### src/hw/rtl/sorm_pkg.sv
// Package for the spiral order matrix reader.
// Holds the command, direction and status codes and the payload structs.
// Depends on nothing; sorm_walk and the top level use it.
`default_nettype none

package sorm_pkg;

    localparam int REG_WIDTH = 7;
    localparam int CFG_INDEX_WIDTH = 2;
    localparam int FIELD_WIDTH = 32;

    localparam logic [CFG_INDEX_WIDTH-1:0] CFG_ROW_COUNT = 2'd0;
    localparam logic [CFG_INDEX_WIDTH-1:0] CFG_COL_COUNT = 2'd1;

    localparam logic STATUS_OK = 1'b0;
    localparam logic STATUS_ERR = 1'b1;

    typedef enum logic {
        CMD_LOAD = 1'b0,
        CMD_EMIT = 1'b1
    } cmd_t;

    typedef enum logic [1:0] {
        DIR_RIGHT = 2'd0,
        DIR_DOWN  = 2'd1,
        DIR_LEFT  = 2'd2,
        DIR_UP    = 2'd3
    } dir_t;

    typedef struct packed {
        logic                          command;
        logic signed [FIELD_WIDTH-1:0] element_value;
    } in_item_t;

    typedef struct packed {
        logic signed [FIELD_WIDTH-1:0] out_value;
        logic                          last_element;
        logic                          status;
    } out_item_t;

    typedef struct packed {
        logic valid;
        logic err;
        logic last;
    } resp_ctrl_t;

endpackage

`default_nettype wire

### src/hw/rtl/sorm_walk.sv
// Load sequencer and spiral walk of the spiral order matrix reader.
// Holds the size registers, the row-major load position and the spiral position.
// Depends on sorm_pkg.
`default_nettype none

module sorm_walk #(
    parameter int MAX_DIM = 64,
    parameter int COORD_WIDTH = 6,
    parameter int ADDR_WIDTH = 12
) (
    input  wire logic                                    clk,
    input  wire logic                                    rst_n,
    input  wire logic                                    cfg_write,
    input  wire logic [sorm_pkg::CFG_INDEX_WIDTH-1:0]    cfg_index,
    input  wire logic [sorm_pkg::REG_WIDTH-1:0]          cfg_data,
    input  wire logic                                    cmd_valid,
    input  wire logic                                    cmd,
    output logic                                         wr_en,
    output logic      [ADDR_WIDTH-1:0]                   wr_addr,
    output logic                                         rd_en,
    output logic      [ADDR_WIDTH-1:0]                   rd_addr,
    output sorm_pkg::resp_ctrl_t                         resp
);

    localparam int DIM_WIDTH = $clog2(MAX_DIM + 1);
    localparam int COUNT_WIDTH = $clog2(MAX_DIM * MAX_DIM + 1);
    localparam logic [ADDR_WIDTH-1:0] ROW_STRIDE = ADDR_WIDTH'(MAX_DIM);

    function automatic logic [DIM_WIDTH-1:0] dim_of(input logic [sorm_pkg::REG_WIDTH-1:0] r);
        logic [DIM_WIDTH-1:0] d;
        if (r == '0)
        begin
            d = DIM_WIDTH'(1);
        end
        else if (32'(r) > MAX_DIM)
        begin
            d = DIM_WIDTH'(MAX_DIM);
        end
        else
        begin
            d = DIM_WIDTH'(r);
        end
        return d;
    endfunction

    function automatic logic [ADDR_WIDTH-1:0] addr_of(input logic [COORD_WIDTH-1:0] r,
                                                      input logic [COORD_WIDTH-1:0] c);
        return ADDR_WIDTH'(r) * ROW_STRIDE + ADDR_WIDTH'(c);
    endfunction

    logic [sorm_pkg::REG_WIDTH-1:0] row_count_reg, col_count_reg;
    logic [COORD_WIDTH-1:0]         load_row_reg, load_row_next;
    logic [COORD_WIDTH-1:0]         load_col_reg, load_col_next;
    logic                           load_done_reg, load_done_next;
    logic [COORD_WIDTH-1:0]         pos_r_reg, pos_r_next, pos_c_reg, pos_c_next;
    logic [COORD_WIDTH-1:0]         top_reg, top_next, bottom_reg, bottom_next;
    logic [COORD_WIDTH-1:0]         left_reg, left_next, right_reg, right_next;
    sorm_pkg::dir_t                 dir_reg, dir_next;
    logic [COUNT_WIDTH-1:0]         emitted_reg, emitted_next;
    sorm_pkg::resp_ctrl_t           resp_reg, resp_next;

    logic [DIM_WIDTH-1:0]   rows, cols;
    logic [COUNT_WIDTH-1:0] total;
    logic                   restart;
    logic                   is_load, is_emit, emit_err, emit_ok;

    assign rows = dim_of(row_count_reg);
    assign cols = dim_of(col_count_reg);
    assign total = COUNT_WIDTH'(rows) * COUNT_WIDTH'(cols);
    assign restart = cfg_write && (cfg_index == sorm_pkg::CFG_ROW_COUNT ||
                                   cfg_index == sorm_pkg::CFG_COL_COUNT);

    assign is_load = cmd_valid && (cmd == sorm_pkg::CMD_LOAD);
    assign is_emit = cmd_valid && (cmd == sorm_pkg::CMD_EMIT);
    assign emit_err = !load_done_reg || (emitted_reg == total);
    assign emit_ok = is_emit && !emit_err;

    assign wr_en = is_load && !load_done_reg;
    assign wr_addr = addr_of(load_row_reg, load_col_reg);
    assign rd_en = emit_ok;
    assign rd_addr = addr_of(pos_r_reg, pos_c_reg);
    assign resp = resp_reg;

    always_comb
    begin
        load_row_next = load_row_reg;
        load_col_next = load_col_reg;
        load_done_next = load_done_reg;
        pos_r_next = pos_r_reg;
        pos_c_next = pos_c_reg;
        top_next = top_reg;
        bottom_next = bottom_reg;
        left_next = left_reg;
        right_next = right_reg;
        dir_next = dir_reg;
        emitted_next = emitted_reg;

        resp_next.valid = is_emit;
        resp_next.err = emit_err;
        resp_next.last = !emit_err && (emitted_reg + COUNT_WIDTH'(1) == total);

        if (wr_en)
        begin
            if (DIM_WIDTH'(load_col_reg) == cols - DIM_WIDTH'(1))
            begin
                load_col_next = '0;
                if (DIM_WIDTH'(load_row_reg) == rows - DIM_WIDTH'(1))
                begin
                    // The matrix is full: set up the outer ring of the walk.
                    load_done_next = 1'b1;
                    pos_r_next = '0;
                    pos_c_next = '0;
                    top_next = '0;
                    left_next = '0;
                    bottom_next = COORD_WIDTH'(rows - DIM_WIDTH'(1));
                    right_next = COORD_WIDTH'(cols - DIM_WIDTH'(1));
                    dir_next = sorm_pkg::DIR_RIGHT;
                    emitted_next = '0;
                end
                else
                begin
                    load_row_next = load_row_reg + COORD_WIDTH'(1);
                end
            end
            else
            begin
                load_col_next = load_col_reg + COORD_WIDTH'(1);
            end
        end

        if (emit_ok)
        begin
            emitted_next = emitted_reg + COUNT_WIDTH'(1);
            case (dir_reg)
                sorm_pkg::DIR_RIGHT:
                begin
                    if (pos_c_reg < right_reg)
                    begin
                        pos_c_next = pos_c_reg + COORD_WIDTH'(1);
                    end
                    else
                    begin
                        top_next = top_reg + COORD_WIDTH'(1);
                        pos_r_next = pos_r_reg + COORD_WIDTH'(1);
                        dir_next = sorm_pkg::DIR_DOWN;
                    end
                end
                sorm_pkg::DIR_DOWN:
                begin
                    if (pos_r_reg < bottom_reg)
                    begin
                        pos_r_next = pos_r_reg + COORD_WIDTH'(1);
                    end
                    else
                    begin
                        right_next = right_reg - COORD_WIDTH'(1);
                        pos_c_next = pos_c_reg - COORD_WIDTH'(1);
                        dir_next = sorm_pkg::DIR_LEFT;
                    end
                end
                sorm_pkg::DIR_LEFT:
                begin
                    if (pos_c_reg > left_reg)
                    begin
                        pos_c_next = pos_c_reg - COORD_WIDTH'(1);
                    end
                    else
                    begin
                        bottom_next = bottom_reg - COORD_WIDTH'(1);
                        pos_r_next = pos_r_reg - COORD_WIDTH'(1);
                        dir_next = sorm_pkg::DIR_UP;
                    end
                end
                default:
                begin
                    if (pos_r_reg > top_reg)
                    begin
                        pos_r_next = pos_r_reg - COORD_WIDTH'(1);
                    end
                    else
                    begin
                        left_next = left_reg + COORD_WIDTH'(1);
                        pos_c_next = pos_c_reg + COORD_WIDTH'(1);
                        dir_next = sorm_pkg::DIR_RIGHT;
                    end
                end
            endcase
        end

        if (restart)
        begin
            load_row_next = '0;
            load_col_next = '0;
            load_done_next = 1'b0;
            emitted_next = '0;
        end
    end

    always_ff @(posedge clk or negedge rst_n)
    begin
        if (!rst_n)
        begin
            row_count_reg <= sorm_pkg::REG_WIDTH'(1);
            col_count_reg <= sorm_pkg::REG_WIDTH'(1);
            load_row_reg <= '0;
            load_col_reg <= '0;
            load_done_reg <= 1'b0;
            pos_r_reg <= '0;
            pos_c_reg <= '0;
            top_reg <= '0;
            bottom_reg <= '0;
            left_reg <= '0;
            right_reg <= '0;
            dir_reg <= sorm_pkg::DIR_RIGHT;
            emitted_reg <= '0;
            resp_reg <= '0;
        end
        else
        begin
            if (cfg_write && cfg_index == sorm_pkg::CFG_ROW_COUNT)
            begin
                row_count_reg <= cfg_data;
            end
            if (cfg_write && cfg_index == sorm_pkg::CFG_COL_COUNT)
            begin
                col_count_reg <= cfg_data;
            end
            load_row_reg <= load_row_next;
            load_col_reg <= load_col_next;
            load_done_reg <= load_done_next;
            pos_r_reg <= pos_r_next;
            pos_c_reg <= pos_c_next;
            top_reg <= top_next;
            bottom_reg <= bottom_next;
            left_reg <= left_next;
            right_reg <= right_next;
            dir_reg <= dir_next;
            emitted_reg <= emitted_next;
            resp_reg <= resp_next;
        end
    end

`ifndef NO_ASSERTIONS
    a_resp_follows_emit: assert property (@(posedge clk) disable iff (!rst_n)
        resp_reg.valid |-> $past(is_emit))
        else $error("Response strobe without an emit transfer.");

    a_emitted_bounded: assert property (@(posedge clk) disable iff (!rst_n)
        load_done_reg |-> (emitted_reg <= total))
        else $error("More elements emitted than the matrix holds.");

    a_walk_inside: assert property (@(posedge clk) disable iff (!rst_n)
        (load_done_reg && emitted_reg != total) |->
            (DIM_WIDTH'(pos_r_reg) < rows && DIM_WIDTH'(pos_c_reg) < cols))
        else $error("Spiral position left the matrix.");

    a_no_read_before_full: assert property (@(posedge clk) disable iff (!rst_n)
        rd_en |-> (load_done_reg && !wr_en))
        else $error("Matrix read before loading completed.");
`endif

endmodule

`default_nettype wire

### config.mk
export PLATFORM = sky130hd
export DESIGN_NAME = sorm_walk
export DESIGN_NICKNAME = d
export VERILOG_FILES = /design/src/hw/rtl/sorm_pkg.sv /design/src/hw/rtl/sorm_walk.sv
export SDC_FILE = /design/constraint.sdc
export NUM_CORES = 1
export LEC_CHECK = 0
export BUFFER_PORTS_ARGS = -buffer_cell sky130_fd_sc_hd__buf_2
export CAP_MARGIN = 30
export CORE_ASPECT_RATIO = 1.75
export CORE_MARGIN = 8
export CORE_UTILIZATION = 50
export DETAILED_ROUTE_END_ITERATION = 10
export PLACE_DENSITY_LB_ADDON = 0.08
export SLEW_MARGIN = 20
export SYNTH_ARGS = -nofsm -noshare
export SYNTH_HDL_FRONTEND = slang
export SYNTH_SLANG_ARGS = --single-unit
export TNS_END_PERCENT = 1
### constraint.sdc
create_clock -name clk -period 6.2 [get_ports clk]
set_input_delay 1.24 -clock clk [delete_from_list [all_inputs] [get_ports clk]]
set_output_delay 1.24 -clock clk [all_outputs]
set_load 0.05 [all_outputs]
==> impl_metrics.csv <==
group,metric,value,unit
outcome,outcome,"complete, but fails checks",
outcome,violations,"negative setup slack",
worst_setup_path,depth_of_the_worst_register_to_register_path,20,
logic_synthesis,netlist_instances,900,
logic_synthesis,synth_most_common_cell,"sky130_fd_sc_hd__inv_1",
logic_synthesis,synthDistinctLibCells,73,
floorplan,floorplan.die_area,19600,um^2
clock_tree,clk_latency,340,ps
route,num_vias,6925,
logic_synthesis,synth_warnings,0,
timing,actual_slew_at_the_worst_max_slew_pin,838,ps
worst_setup_path,critical_path.endpoint,"rd_en",
logic_synthesis,synth_ff_type,"sky130_fd_sc_hd__dfrtp_1",
timing,totalNegativeSetupSlack,-10.1,ps
worst_setup_path,cp_top_family,"adder cells",
timing,setup_ws,-10.1,ps
final_layout,area_of_all_sequential_standard_cells,2030,um^2
place,placement.io_buffers,42,
floorplan,pin_count,43,
place,pre_cts_setup_slack,-8.03,ps
final_layout,footprint_of_the_multi_input_gates,5310,um^2
route,detail_route.vias_per_cell,6.03,
pwr,ir_worst_vdd,0.159,mV
logic_synthesis,synth_async_sr_flop_share,1.00,
worst_setup_path,timing.critical_path.slowest_cell_delay,570,ps
worst_setup_path,cp_num_cells,19,
route,antenna_left,0,
pwr,power-per-cell-area,251,nW/um^2
worst_setup_path,worstSetupStartpointType,"register",
global_route,wire_length_of_the_first_global_routing_pass,35200,um
logic_synthesis,postSynthNetCount,1001,
worst_setup_path,setup.worst_path.start,"row_count_reg[6]$_DFFE_PN0P_",
clock_tree,clk_transition_reported_paths,70,ps
global_route,grt_pass1_vias,7228,
timing,final-setup-viol-count,1,
worst_setup_path,critical_path.reg2reg.startpoint,"row_count_reg[6]$_DFFE_PN0P_",
clock_tree,cts_root_buf,"sky130_fd_sc_hd__clkbuf_16",
final_layout,area_growth,15.5,%
logic_synthesis,synth.avg_cell_area,8.47,um^2
route,drt_iter0_markers,299,
timing,timing.hold.ws,527,ps
final_layout,antenna-diode-count,0,
timing,slew_headroom,0.441,
floorplan,core-area,14900,um^2
clock_tree,tritoncts.num_buffers,9,
worst_setup_path,critical_path.reg2reg.endpoint,"top_reg[5]$_DFF_PN0_",
worst_setup_path,cp_num_buf_inv,6,
worst_setup_path,cpMostUsedCell,"sky130_fd_sc_hd__fa_1",
worst_setup_path,critical_path_class,"reg2out",
place,numPlacedInstances,1128,
final_layout,layout-drive-gt1-share,0.180,
place,gpl.final_weighted_congestion,0.931,
logic_synthesis,syn_area,7620,um^2
timing,timing.final.hold_violations,0,
worst_setup_path,crit_chain,"buf_6, nor2b_4, and2_1, fa_1, inv_1, fa_1, inv_1, fa_1, ha_4, ha_4, buf_4, nand4_1, a211oi_2, o211ai_1, and3_1, or3_4, o21ai_4, inv_2, buf_8",
route,postRouteWirelength,21100,um
final_layout,postLayoutCoreUtil,0.590,
timing,drv_slew,0,
global_route,antenna_found_initial,0,
floorplan,fp.dieH,179,um
pwr,leakagePower,4.04,nW
logic_synthesis,synth_sequential_area_ratio,0.266,
floorplan,floorplan.rows,59,
timing,grt_setup_unrepaired,"yes",
global_route,grt_overflow,0,
timing,finalCritPeriodShare,1.00,
clock_tree,htree_depth,3,
logic_synthesis,synth_top_cell_area_share,0.259,
logic_synthesis,synth_area_leaders,"sky130_fd_sc_hd__dfrtp_1 26%, sky130_fd_sc_hd__ha_1 11%, sky130_fd_sc_hd__fa_1 6.0%, sky130_fd_sc_hd__inv_1 4.0%, sky130_fd_sc_hd__nor2_1 3.9%",
worst_setup_path,crit_slowest_cell,"sky130_fd_sc_hd__fa_1",
hold_path,holdCritPathClass,"reg2reg",
final_layout,max_ffs_per_register,13,
worst_setup_path,critical_path_peak_fanout,8,
place,placed_cell_area,8280,um^2
hold_path,min_path_cells,1,
pwr,post-layout-total-power,2.21,mW
route,mean_routed_wirelength_per_cell,18.4,um
logic_synthesis,synth_enable_flop_cells,0,
global_route,grtUsageTotal,0.225,
floorplan,floorplan.initialDensity,0.511,
clock_tree,numClockSinks,81,
final_layout,n_fill_cell,1363,
floorplan,die_width,109,um
logic_synthesis,synth_top_cell_by_area,"sky130_fd_sc_hd__dfrtp_1",
route,detail_route.first_pass.iterations,5,
final_layout,nets,1061,
clock_tree,clock_tree.buffer_depth,2,
run,drv_cap,0,
worst_setup_path,end_kind,"output pin",
logic_synthesis,ys_ff_latch,81,
logic_synthesis,ys_top_cells_by_count,"82 x sky130_fd_sc_hd__inv_1, 79 x sky130_fd_sc_hd__dfrtp_1, 79 x sky130_fd_sc_hd__nor2_1",
clock_tree,clock_tree_from_tritoncts,"built",
timing,skew,11.8,ps
timing,shortest_period_the_worst_path_allows,6210,ps
global_route,maximum_number_of_pins_on_one_net_before_global_route_repair,50,
route,remaining_drc_errors,0,
place,dp_hpwl,16300,um
worst_setup_path,timing.reg2reg.setup_slack,650,ps
timing,highest_clock_rate,161,MHz
final_layout,post_layout_nonfiller_instances,1148,
final_layout,postLayoutCellArea,8800,um^2
worst_setup_path,crit_arrival,4970,ps
worst_setup_path,critical_path_required,4960,ps
## cell usage in the layout (no fill, tap or decap), types with 28 or more instances in the layout
| cell | count |
|---|---|
| sky130_fd_sc_hd__inv_1 | 81 |
| sky130_fd_sc_hd__dfrtp_1 | 77 |
| sky130_fd_sc_hd__nor2_1 | 75 |
| sky130_fd_sc_hd__nand2_1 | 72 |
| sky130_fd_sc_hd__ha_1 | 57 |
| sky130_fd_sc_hd__buf_4 | 44 |
| sky130_fd_sc_hd__buf_2 | 42 |
| sky130_fd_sc_hd__nand3_1 | 40 |
| sky130_fd_sc_hd__o21ai_0 | 40 |
| sky130_fd_sc_hd__xnor2_1 | 28 |
## report_power, final
group,leakage (nW),switching [mW],internal (mW)
clock,0.142,0.246,0.319
combinational,2.86,0.570,0.498
sequential,1.04,0.0275,0.551
## worst min path at each step
stage                     slack [ps]                endpoint              startpoint
after floorplan                  480  right_reg[0]$_DFF_PN0_  right_reg[0]$_DFF_PN0_
after global placement           500  right_reg[0]$_DFF_PN0_  right_reg[0]$_DFF_PN0_
after detailed placement         510  right_reg[0]$_DFF_PN0_  right_reg[0]$_DFF_PN0_
after global routing             550    top_reg[0]$_DFF_PN0_    top_reg[0]$_DFF_PN0_
after CTS                        530  right_reg[0]$_DFF_PN0_  right_reg[0]$_DFF_PN0_
final                            530  right_reg[0]$_DFF_PN0_  right_reg[0]$_DFF_PN0_
## metal layers
layer  up-vias  track usage  wire length [um]
met5         -            0                 0
met4         0        0.107               872
met3        52       0.0279               622
met2       143        0.419             11400
met1      3395        0.243              8150
li1       3335            -                 -
## timing repair
action / CTS / global route
gates cloned: 0 / 0
hold buffers: 0 / 0
pin swaps: 19 / 4
gates resized for setup: 39 / 3
setup endpoints to repair: 1 / 1
buffers inserted: 2 / 1
## logic make-up after synthesis
family	Yosys count	share of synthesized area
adders and majority gates	87	0.165
DFF	81	0.266
xor gates and xnor gates	51	0.0604
and+or+nand+nor	335	0.221
muxes	21	0.0300
AOI/OAI and AO/OA	200	0.192
buffers and inverters	125	0.0652
## cell type report
type,count,area share
Multi-Input combinational cell,694,0.603
Sequential cell,81,0.231
Timing Repair Buffer,91,0.0701
Inverter,83,0.0354
Clock buffer,10,0.0260
Tap cell,183,0.0260
Clock inverter,6,0.00838
Note: power is estimated with default switching activity, not from simulation.
